## src/rtl/core/md5_pkg.sv

```systemverilog
// Shared types, round constants and schedule helpers of the MD5 engine.
package md5_pkg;

    typedef enum logic [2:0] {
        ST_IDLE,    // takes message words
        ST_ROUND,   // one MD5 round per cycle
        ST_ADD,     // fold working words into chaining words
        ST_PAD,     // 0x80 marker, zero fill, optional length
        ST_SECOND,  // extra padding block: zeros and length
        ST_EMIT     // load digest into the output register
    } t_state;

    localparam logic [31:0] INIT_A = 32'h67452301;
    localparam logic [31:0] INIT_B = 32'hefcdab89;
    localparam logic [31:0] INIT_C = 32'h98badcfe;
    localparam logic [31:0] INIT_D = 32'h10325476;

    localparam int unsigned NUM_ROUNDS = 64;
    localparam int unsigned BLOCK_BYTES = 64;
    localparam int unsigned BLOCK_WORDS = 16;

    localparam logic [7:0] PAD_MARKER = 8'h80;
    localparam logic [5:0] LAST_POS   = 6'h3f;
    localparam logic [5:0] LEN_POS    = 6'd56;   // first byte of the length field

    localparam logic [31:0] ROUND_K [NUM_ROUNDS] = '{
        32'hd76aa478, 32'he8c7b756, 32'h242070db, 32'hc1bdceee,
        32'hf57c0faf, 32'h4787c62a, 32'ha8304613, 32'hfd469501,
        32'h698098d8, 32'h8b44f7af, 32'hffff5bb1, 32'h895cd7be,
        32'h6b901122, 32'hfd987193, 32'ha679438e, 32'h49b40821,
        32'hf61e2562, 32'hc040b340, 32'h265e5a51, 32'he9b6c7aa,
        32'hd62f105d, 32'h02441453, 32'hd8a1e681, 32'he7d3fbc8,
        32'h21e1cde6, 32'hc33707d6, 32'hf4d50d87, 32'h455a14ed,
        32'ha9e3e905, 32'hfcefa3f8, 32'h676f02d9, 32'h8d2a4c8a,
        32'hfffa3942, 32'h8771f681, 32'h6d9d6122, 32'hfde5380c,
        32'ha4beea44, 32'h4bdecfa9, 32'hf6bb4b60, 32'hbebfbc70,
        32'h289b7ec6, 32'heaa127fa, 32'hd4ef3085, 32'h04881d05,
        32'hd9d4d039, 32'he6db99e5, 32'h1fa27cf8, 32'hc4ac5665,
        32'hf4292244, 32'h432aff97, 32'hab9423a7, 32'hfc93a039,
        32'h655b59c3, 32'h8f0ccc92, 32'hffeff47d, 32'h85845dd1,
        32'h6fa87e4f, 32'hfe2ce6e0, 32'ha3014314, 32'h4e0811a1,
        32'hf7537e82, 32'hbd3af235, 32'h2ad7d2bb, 32'heb86d391
    };

    localparam logic [4:0] ROUND_S [16] = '{
        5'd7, 5'd12, 5'd17, 5'd22, 5'd5, 5'd9, 5'd14, 5'd20,
        5'd4, 5'd11, 5'd16, 5'd23, 5'd6, 5'd10, 5'd15, 5'd21
    };

    // message word index for a round; the top two round bits pick the formula, the low four feed it
    function automatic logic [3:0] msg_index(input logic [5:0] rnd);
        logic [3:0] r4;
        logic [3:0] idx;
        r4 = rnd[3:0];
        case (rnd[5:4])
            2'd0:    idx = r4;
            2'd1:    idx = 4'((r4 << 2) + r4 + 4'd1);
            2'd2:    idx = 4'((r4 << 1) + r4 + 4'd5);
            default: idx = 4'((r4 << 3) - r4);
        endcase
        return idx;
    endfunction

    function automatic logic [31:0] round_func(input logic [1:0] phase,
                                               input logic [31:0] b,
                                               input logic [31:0] c,
                                               input logic [31:0] d);
        logic [31:0] f;
        case (phase)
            2'd0:    f = (b & c) | (~b & d);
            2'd1:    f = (b & d) | (c & ~d);
            2'd2:    f = b ^ c ^ d;
            default: f = c ^ (b | ~d);
        endcase
        return f;
    endfunction

endpackage

```

## src/rtl/core/md5_hash_engine.sv

```systemverilog
// MD5 engine: byte intake, padding sequencer and one shared round unit.
// A last word that leaves room for the length runs ST_PAD, the rounds, ST_ADD and ST_EMIT
//   before o_out_valid rises; one that fills a block is compressed first and then padded
//   in a further block, and one that needs an extra padding block adds a compression from ST_SECOND.
// Throughput: one byte per cycle into the block buffer while o_in_stall is low; the 64th byte
//   of a block starts 64 rounds through the single round unit, one fold and a return to idle.
// Reset (i_rst_n low, synchronous): chaining words to the MD5 initial values, bit
//   count to zero, sequencer idle, output empty; the block buffer is not cleared.
module md5_hash_engine (
    input  logic        i_clk,
    input  logic        i_rst_n,
    // message byte channel
    input  logic        i_in_valid,
    output logic        o_in_stall,
    input  logic [7:0]  i_data_byte,
    input  logic        i_byte_present,
    input  logic        i_last,
    // digest channel
    output logic        o_out_valid,
    input  logic        i_out_stall,
    output logic [63:0] o_digest_low,
    output logic [63:0] o_digest_high
);

    md5_pkg::t_state r_state, n_state;

    logic [5:0]  r_round, n_round;        // round index inside ST_ROUND
    logic [63:0] r_bit_count, n_bit_count;
    logic [31:0] r_chain [4];
    logic [31:0] n_chain [4];
    logic [31:0] r_buf [md5_pkg::BLOCK_WORDS];  // block buffer, byte 4j in bits 7..0
    logic [31:0] n_buf [md5_pkg::BLOCK_WORDS];
    logic [31:0] r_a, r_b, r_c, r_d;      // working words
    logic [31:0] n_a, n_b, n_c, n_d;

    // sequencing flags for the tail of a message
    logic r_pad_pending, n_pad_pending;   // last item filled a block: pad after it
    logic r_second, n_second;             // padding spills into one more block
    logic r_finish, n_finish;             // digest is ready after this compression

    logic        r_out_valid, n_out_valid;
    logic [63:0] r_digest_low, r_digest_high;

    logic        w_accept;
    logic        w_emit;
    logic [5:0]  w_pos;                   // buffer byte position = bit_count[8:3]
    logic [1:0]  w_phase;
    logic [3:0]  w_g;
    logic [4:0]  w_shift;
    logic [31:0] w_f;
    logic [31:0] w_sum;
    logic [63:0] w_rot_wide;

    assign o_in_stall = (r_state != md5_pkg::ST_IDLE);
    assign w_accept   = i_in_valid && !o_in_stall;
    assign w_pos      = r_bit_count[8:3];
    assign w_emit     = (r_state == md5_pkg::ST_EMIT) && (!r_out_valid || !i_out_stall);

    // ---------------------------------------------------------------------
    // Shared round unit: F, message word, constant, rotate, add.
    // ---------------------------------------------------------------------
    assign w_phase    = r_round[5:4];
    assign w_g        = md5_pkg::msg_index(r_round);
    assign w_shift    = md5_pkg::ROUND_S[{w_phase, r_round[1:0]}];
    assign w_f        = md5_pkg::round_func(w_phase, r_b, r_c, r_d);
    assign w_sum      = r_a + w_f + md5_pkg::ROUND_K[r_round] + r_buf[w_g];
    assign w_rot_wide = {w_sum, w_sum} << w_shift;  // upper half is the left rotate

    // ---------------------------------------------------------------------
    // Sequencer: next state, datapath updates
    // ---------------------------------------------------------------------
    always_comb begin
        n_state       = r_state;
        n_round       = r_round;
        n_bit_count   = r_bit_count;
        n_chain       = r_chain;
        n_buf         = r_buf;
        n_a           = r_a;
        n_b           = r_b;
        n_c           = r_c;
        n_d           = r_d;
        n_pad_pending = r_pad_pending;
        n_second      = r_second;
        n_finish      = r_finish;
        n_out_valid   = r_out_valid && i_out_stall;

        case (r_state)
            md5_pkg::ST_IDLE: begin
                if (w_accept) begin
                    if (i_byte_present) begin
                        n_buf[w_pos[5:2]][{w_pos[1:0], 3'b000} +: 8] = i_data_byte;
                        n_bit_count = r_bit_count + 64'd8;
                    end
                    if (i_byte_present && (w_pos == md5_pkg::LAST_POS)) begin
                        // block full: compress now, pad afterwards if this ends it
                        n_pad_pending = i_last;
                        n_a     = r_chain[0];
                        n_b     = r_chain[1];
                        n_c     = r_chain[2];
                        n_d     = r_chain[3];
                        n_state = md5_pkg::ST_ROUND;
                    end else if (i_last) begin
                        n_state = md5_pkg::ST_PAD;
                    end
                end
            end

            md5_pkg::ST_PAD: begin
                // marker at the current position, zeros above it
                for (int j = 0; j < md5_pkg::BLOCK_WORDS; j++) begin
                    for (int k = 0; k < 4; k++) begin
                        if (6'(j * 4 + k) == w_pos) begin
                            n_buf[j][k*8 +: 8] = md5_pkg::PAD_MARKER;
                        end else if (6'(j * 4 + k) > w_pos) begin
                            n_buf[j][k*8 +: 8] = 8'h00;
                        end
                    end
                end
                if (w_pos < md5_pkg::LEN_POS) begin
                    n_buf[md5_pkg::BLOCK_WORDS-2] = r_bit_count[31:0];
                    n_buf[md5_pkg::BLOCK_WORDS-1] = r_bit_count[63:32];
                    n_finish = 1'b1;
                end else begin
                    n_second = 1'b1;
                end
                n_a     = r_chain[0];
                n_b     = r_chain[1];
                n_c     = r_chain[2];
                n_d     = r_chain[3];
                n_state = md5_pkg::ST_ROUND;
            end

            md5_pkg::ST_SECOND: begin
                for (int j = 0; j < md5_pkg::BLOCK_WORDS - 2; j++) begin
                    n_buf[j] = 32'h0;
                end
                n_buf[md5_pkg::BLOCK_WORDS-2] = r_bit_count[31:0];
                n_buf[md5_pkg::BLOCK_WORDS-1] = r_bit_count[63:32];
                n_second = 1'b0;
                n_finish = 1'b1;
                n_a      = r_chain[0];
                n_b      = r_chain[1];
                n_c      = r_chain[2];
                n_d      = r_chain[3];
                n_state  = md5_pkg::ST_ROUND;
            end

            md5_pkg::ST_ROUND: begin
                n_a = r_d;
                n_d = r_c;
                n_c = r_b;
                n_b = r_b + w_rot_wide[63:32];
                n_round = r_round + 6'd1;
                if (r_round == 6'(md5_pkg::NUM_ROUNDS - 1)) begin
                    n_state = md5_pkg::ST_ADD;
                end
            end

            md5_pkg::ST_ADD: begin
                n_chain[0] = r_chain[0] + r_a;
                n_chain[1] = r_chain[1] + r_b;
                n_chain[2] = r_chain[2] + r_c;
                n_chain[3] = r_chain[3] + r_d;
                if (r_pad_pending) begin
                    n_pad_pending = 1'b0;
                    n_state       = md5_pkg::ST_PAD;
                end else if (r_second) begin
                    n_state = md5_pkg::ST_SECOND;
                end else if (r_finish) begin
                    n_state = md5_pkg::ST_EMIT;
                end else begin
                    n_state = md5_pkg::ST_IDLE;
                end
            end

            md5_pkg::ST_EMIT: begin
                // wait for the output register, then restart the hash
                if (w_emit) begin
                    n_out_valid = 1'b1;
                    n_finish    = 1'b0;
                    n_chain[0]  = md5_pkg::INIT_A;
                    n_chain[1]  = md5_pkg::INIT_B;
                    n_chain[2]  = md5_pkg::INIT_C;
                    n_chain[3]  = md5_pkg::INIT_D;
                    n_bit_count = 64'd0;
                    n_state     = md5_pkg::ST_IDLE;
                end
            end

            default: begin
                n_state = md5_pkg::ST_IDLE;
            end
        endcase
    end

    // control and hash state
    always_ff @(posedge i_clk) begin
        if (!i_rst_n) begin
            r_state       <= md5_pkg::ST_IDLE;
            r_round       <= 6'd0;
            r_bit_count   <= 64'd0;
            r_chain[0]    <= md5_pkg::INIT_A;
            r_chain[1]    <= md5_pkg::INIT_B;
            r_chain[2]    <= md5_pkg::INIT_C;
            r_chain[3]    <= md5_pkg::INIT_D;
            r_pad_pending <= 1'b0;
            r_second      <= 1'b0;
            r_finish      <= 1'b0;
            r_out_valid   <= 1'b0;
        end else begin
            r_state       <= n_state;
            r_round       <= n_round;
            r_bit_count   <= n_bit_count;
            r_chain       <= n_chain;
            r_pad_pending <= n_pad_pending;
            r_second      <= n_second;
            r_finish      <= n_finish;
            r_out_valid   <= n_out_valid;
        end
    end

    // payload: block buffer, working words, digest
    always_ff @(posedge i_clk) begin
        r_buf <= n_buf;
        r_a   <= n_a;
        r_b   <= n_b;
        r_c   <= n_c;
        r_d   <= n_d;
        if (w_emit) begin
            r_digest_low  <= {r_chain[1], r_chain[0]};
            r_digest_high <= {r_chain[3], r_chain[2]};
        end
    end

    assign o_out_valid   = r_out_valid;
    assign o_digest_low  = r_digest_low;
    assign o_digest_high = r_digest_high;

    // ---------------------------------------------------------------------
    // Assertions
    // ---------------------------------------------------------------------
    a_round_idle: assert property (@(posedge i_clk) disable iff (!i_rst_n)
        (r_state != md5_pkg::ST_ROUND) |-> (r_round == 6'd0))
        else $error("round counter left nonzero outside the round loop");

    a_last_busy: assert property (@(posedge i_clk) disable iff (!i_rst_n)
        (w_accept && i_last) |=> (r_state != md5_pkg::ST_IDLE))
        else $error("last word accepted without padding sequence");

    a_tail_flags: assert property (@(posedge i_clk) disable iff (!i_rst_n)
        !(r_second && r_finish))
        else $error("extra padding block and digest both pending");

    a_pad_pending: assert property (@(posedge i_clk) disable iff (!i_rst_n)
        r_pad_pending |-> (r_state == md5_pkg::ST_ROUND || r_state == md5_pkg::ST_ADD))
        else $error("pad request outstanding outside a compression");

    a_restart: assert property (@(posedge i_clk) disable iff (!i_rst_n)
        w_emit |=> (r_bit_count == 64'd0 && r_chain[0] == md5_pkg::INIT_A
                    && o_out_valid))
        else $error("digest emitted without restarting the hash");

endmodule

```

## config.mk

```make
export PLATFORM = sky130hd
export DESIGN_NAME = md5_hash_engine
export DESIGN_NICKNAME = d
export VERILOG_FILES = /design/src/rtl/core/md5_pkg.sv /design/src/rtl/core/md5_hash_engine.sv
export SDC_FILE = /design/constraint.sdc
export NUM_CORES = 2
export LEC_CHECK = 0
export ABC_CLOCK_PERIOD_IN_PS = 13980
export BUFFER_PORTS_ARGS = -buffer_cell sky130_fd_sc_hd__buf_2
export CAP_MARGIN = 25
export CORE_UTILIZATION = 50
export CTS_BUF_LIST = sky130_fd_sc_hd__clkbuf_8
export CTS_CLUSTER_DIAMETER = 200
export DETAILED_ROUTE_END_ITERATION = 12
export MAX_ROUTING_LAYER = met4
export PLACE_DENSITY = 0.71
export RECOVER_POWER = 25
export SLEW_MARGIN = 20
export SYNTH_ARGS = -nofsm -noshare
export SYNTH_HDL_FRONTEND = slang
export SYNTH_SLANG_ARGS = --single-unit
```

## constraint.sdc

```tcl
create_clock -name i_clk -period 13.98 [get_ports i_clk]
set_input_delay 2.097 -clock i_clk [delete_from_list [all_inputs] [get_ports i_clk]]
set_output_delay 2.097 -clock i_clk [all_outputs]
set_load 0.01 [all_outputs]
```

Yosys cells after proc, flatten, opt, wreduce, memory -nomap -nowiden

Memory sizes are Yosys's and may differ from the RTL's.
Index checks and enable logic that the tools add are counted.

Flip-flop bits (word level): 973
Bits in read-only memories: 2128
Word-level logic and storage cells: 605
Memories kept: 2
Output and inout bits: 130

Memories:

| name            | depth | bits a word | rd ports | clocked after Yosys merged registers in | write ports | RTL line              | source |
|---|---|---|---|---|---|---|---|
| (no name shown) | 64    | 32          | 1        | 0                                       | 0           | md5_hash_engine.sv:66 | `assign w_sum = r_a + w_f + md5_pkg::ROUND_K[r_round] + r_buf[w_g];` |
| (no name shown) | 16    | 5           | 1        | 0                                       | 0           | md5_hash_engine.sv:64 | `assign w_shift = md5_pkg::ROUND_S[{w_phase, r_round[1:0]}];` |

Bitwise logic cells: 16
Equal/unequal tests: 144
Order comparisons: 70
Mux-type cells: 181
Reduce and logical (&&, ||, !) cells: 92
Shift operators: 3
Add/sub/neg operators: 16

Operators by type and width:

| kind                    | number |
|---|---|
| $pmux W512 S3           | 1 |
| $mux W512               | 2 |
| $mux W8                 | 128 |
| $bwmux W512             | 1 |
| $pmux W32 S3            | 5 |
| $mux W32                | 13 |
| $reduce_and A4 Y1       | 66 |
| $add A32 B32 Y32        | 8 |
| $mux W64                | 4 |
| $pmux W128 S2           | 1 |
| $eq A6 B6 Y1 const A    | 32 |
| $gt A6 B6 Y1 const A    | 32 |
| $ne A3 B3 Y1 const B    | 57 |
| $and A32 B32 Y32        | 4 |
| $bmux W32 S4            | 1 |
| $demux W32 S4           | 1 |
| $mux W128               | 1 |
| $pmux W64 S2            | 1 |
| $eq A5 B6 Y1 const A    | 16 |
| $gt A5 B6 Y1 const A    | 16 |
| $or A32 B32 Y32         | 3 |
| $xor A32 B32 Y32        | 3 |
| $add A64 B4 Y64 const B | 1 |
| $not A32 Y32            | 2 |
| 49 further kinds        | 123 |

Logic depth before layout (Yosys ltp)

Depth in word-level cells: 11
Mapped depth: 43

Least setup slack after synthesis

Ideal clock, no wire load.

Path kind: flip-flop to flip-flop
From: register r_round[1]
To: register r_b[26], data pin
Period minus slack after synthesis: 10.251 ns
Stages on the path, launching flop included: 43
Arrival: 9.990 ns
Buffers on the path: 5
Library setup time: 0.262 ns
Path slack: 3.729 ns
Required time: 13.718 ns
Cells stage by stage: dfxtp_1 buf_1 clkinv_1 ha_1 a31oi_1 o22a_1 buf_2 buf_2 clkbuf_1 clkbuf_1 mux4_2 mux2i_1 nand2_1 o21ai_0 fa_1 inv_1 ha_1 fa_1 [7 not listed] mux4_2 mux2i_1 nand2_1 a22o_1 ha_1 fa_1 a21o_1 a21o_1 a2111oi_0 o31ai_1 a221oi_1 o21ai_0 a21oi_1 o21ai_0 a21o_1 a21oi_1 xor2_1 o21ai_0

Word-level cells in the longest chain between the ends: 11
Elaborated cells on any way between the ends: 23
Those cells by class: add/sub: 8; shift: 1; mux: 9; bitwise: 3; memory: 2

Ends and longest elaborated chain:

| what                                                                    | RTL line               | source |
|---|---|---|
| from (decl)                                                             | md5_hash_engine.sv:27  | `logic [5:0] r_round, n_round;` |
| from (signal assigned)                                                  | md5_hash_engine.sv:212 | `r_round <= n_round;` |
| parallel branches: the longest is 8 deep, another holds $mem_v2 Z64 W32 | -                      |  |
| $shl A64 B5 Y64 *                                                       | md5_hash_engine.sv:67  | `assign w_rot_wide = {w_sum, w_sum} << w_shift;` |
| $add A32 B32 Y32 *                                                      | md5_hash_engine.sv:152 | `n_b = r_b + w_rot_wide[63:32];` |
| $pmux W32 S3 *                                                          | md5_hash_engine.sv:87  | `case (r_state)` |
| via n_b[26]                                                             | md5_hash_engine.sv:34  | `logic [31:0] n_a, n_b, n_c, n_d;` |
| to (signal assigned)                                                    | md5_hash_engine.sv:226 | `r_b <= n_b;` |
| to (decl)                                                               | md5_hash_engine.sv:33  | `logic [31:0] r_a, r_b, r_c, r_d;` |

Mark *: on every way through the listed nets, which the timed path passes. The select of a mux whose other input is x is not followed.
A chain may end at the register's enable or synchronous reset.

Worst setup path after layout

From: register r_round[2]
To: register r_b[30], data pin

Word-level cells in the longest chain between the ends: 11
Elaborated cells on any way between the ends: 19
Those cells by class: add/sub: 8; shift: 1; mux: 7; bitwise: 2; memory: 1

Ends and longest elaborated chain:

| what                                                                    | RTL line |
|---|---|
| parallel branches: the longest is 7 deep, another holds $mem_v2 Z64 W32 | - |
| $add A32 B32 Y32 *                                                      | md5_hash_engine.sv:66 |
| $shl A64 B5 Y64 *                                                       | md5_hash_engine.sv:67 |
| $add A32 B32 Y32 *                                                      | md5_hash_engine.sv:152 |
| $pmux W32 S3 *                                                          | md5_hash_engine.sv:87 |
| via n_b[30]                                                             | md5_hash_engine.sv:34 |

Marked as above.

==> metrics.cfg <==
[critical_path]
end_kind=register
cp_max_fo=57
crit_type=reg2reg
critPathTopFamily=compound AO/OA/AOI/OAI gates
cp.arrival_ns=12.79
critical_path_required_ns=14.62
slowest_stage=dfxtp_4
cpPeakStageDelay_ns=0.78
cp_num_buf_inv=3
cp-start-kind=register

[run]
max_cap_violations=12

[synth]
synth_flop_cell=edfxtp_1
yosys-top-cells-area=edfxtp_1 37%, dfxtp_1 6.5%, nor2_1 5.2%
yosysWarnings=0
avgSynthCellArea_um2=9.439
synth_edf_count=768
synthDistinctLibCells=91
synth_top_cell_by_area=edfxtp_1
syn-instance-count=6544
ys_async_sr_fraction=0
syn-num-nets=6843
yosysTopAreaCellShare=0.3734
seq_area_frac_synth=0.4388
synthesis.area_um2=61770
ys_ff_latch=970

[clocking]
cts_tree=done
postCtsSetupBuffers=0
cts_root_buf=clkbuf_8
cts.clk_slew.worst_paths_ns=0.07
h-tree-depth=4
numCtsBuffers=165
numClockSinks=970
clk-insertion-delay-late_ns=0.94
ctsLongestPathBuffers=3
cts_resized=0
ctsHoldBuffers=0

[detailed_routing]
drt-pass1-iter-count=7
avgRoutedWirePerCell_um=25.84
via_per_inst=6.405
drc_errors=0
ant_nets=0
drtIter0Drc=6821
vias=53260
wl_um=214800

[sta]
tightest_slew_ns=3.755
worst_slack_ns=1.827
clock.fmax_ghz=0.08228
final_max_slew_viol_count=541
fin_crit_ns=12.15
maxSlewHeadroom=-1.503
final.period_utilization=0.8693
rsz0062_at_grt=false
hold_violations=0
skew_ns=0.05382
setup-tns-final_ns=0
setup_viol=0

[floorplan]
die_h_um=353.5
die_w_um=353.5
die_area_um2=125000
coreArea_um2=122200
io_pins=144
num_rows=128
initial_utilization=0.5055

[grt]
grt_max_degree=107
grt_pass1_wl_um=318100
track_usage=0.3450
grt_antenna_before_repair=5
overflow=0
grt_pass1_vias=49980

[place]
io_buffers=143
routabilityCongestion=1.018
place_ws_ns=2.222
hpwl_um=155700
place_area_um2=63850

[run_status]
status=finished, violations left
violations=max-capacitance violations, max-slew violations

[final_layout]
fin_nets=6845
area_growth_pct=8.971
fill_cells=10810
drive_gt1_frac=0.1108
final_cell_mix=859 x nor2_1, 841 x nand2_1, 768 x edfxtp_1
finalInstanceArea_um2=67310
layout_commonest_cell=nor2_1

[worst_hold_path]
hp-class=reg2reg

==> cells in the mapped netlist (34+ instances only) <==
master    number
nor2_1       862
nand2_1      842
edfxtp_1     768
a21oi_1      577
o21ai_0      463
clkbuf_1     321
ha_1         217
inv_1        208
dfxtp_1      202
xnor2_1      165
o22a_1       150
mux4_2       132
nand3_1      119
mux2i_1      104
a211oi_1      85
a21o_1        84
xor2_1        82
nor3_1        77
and2_1        72
nor2b_1       70
fa_1          68
a31oi_1       65
buf_1         63
o22ai_1       58
mux2_2        53
and3_1        50
or2_2         44
o21a_1        41
nand4_1       36
or3_1         35
nand2b_1      34
==> final timing paths <==
check,from,end,slack [ns],depth (start not counted)
setup / recovery,r_round[2]$_SDFFE_PN0P_,r_b[30]$_DFFE_PP_,1.83,35
hold / removal,r_chain[127]$_SDFFE_PN0P_,o_digest_low[31]$_DFFE_PP_,0.50,0
setup reg to reg,r_round[2]$_SDFFE_PN0P_,r_b[30]$_DFFE_PP_,1.83,35
hold reg to reg,r_chain[127]$_SDFFE_PN0P_,o_digest_low[31]$_DFFE_PP_,0.50,0
==> state kept, by name (all words and copies together) (netlist names), 6 cells and up <==
signal	flops
r_chain	128
r_d	32
r_a	32
r_round	6
o_digest_low	64
r_b	32
r_bit_count	61
o_digest_high	64
r_buf	512
r_c	32
==> routing by layer <==
layer	routed length, um	vias up	share of wire	global-route usage
li1	-	23830	-	-
met1	85490	25910	0.40	0.4419
met2	99370	2988	0.46	0.5364
met3	19690	527	0.092	0.06036
met4	10280	0	0.048	0.1530
met5	0	-	0	-
==> through the flow <==
| stage | hold slack, ns | std cells | util |
|---|---|---|---|
| floorplan | 0.4462 | 6544 | - |
| global placement | 0.4705 | 7987 | 0.5216 |
| detailed placement | 0.4863 | 7994 | 0.5225 |
| CTS | 0.4991 | 8300 | 0.5514 |
| global route | 0.5072 | 8313 | 0.5508 |
| finish | 0.4957 | 8315 | 0.5508 |
==> logic make-up (layout without fill, tap and decap cells) <==
group | Yosys count | after routing | synth area share
xor+xnor | 249 | 249 | 0.03573
compound gates | 1826 | 1826 | 0.1846
flops | 970 | 970 | 0.4388
simple gates | 2298 | 2298 | 0.1612
fa+ha+maj | 286 | 286 | 0.06615
mux | 289 | 289 | 0.07464
other cells | 0 | 5 | 0
buf+inv | 626 | 767 | 0.03881
==> worst reg2reg max path: cells and delay by family (launching register included) <==
kind / cells / cell delay, ns
xor gates and xnor gates: 1 / 0.19
adders and majority gates: 6 / 2.45
AOI/OAI and AO/OA: 16 / 4.60
muxes: 4 / 1.74
and+or+nand+nor: 5 / 0.74
DFF: 1 / 0.78
buffers and inverters: 3 / 1.36
==> final cells by class <==
type                       count  area [um2]  share of cell area
clock inverter               119       957.2             0.01422
multi-input combinational   4948       32360              0.4808
inverter                     214       804.5             0.01195
clock buffer                 187        2574             0.03824
sequential                   970       27120              0.4029
tap                         1625        2033             0.03021
timing repair buffer         247        1451             0.02156
antenna                        5       12.51           0.0001859
Power is not shown: default switching activity piles up to over one toggle a cycle in this logic, so the estimate is an artifact.
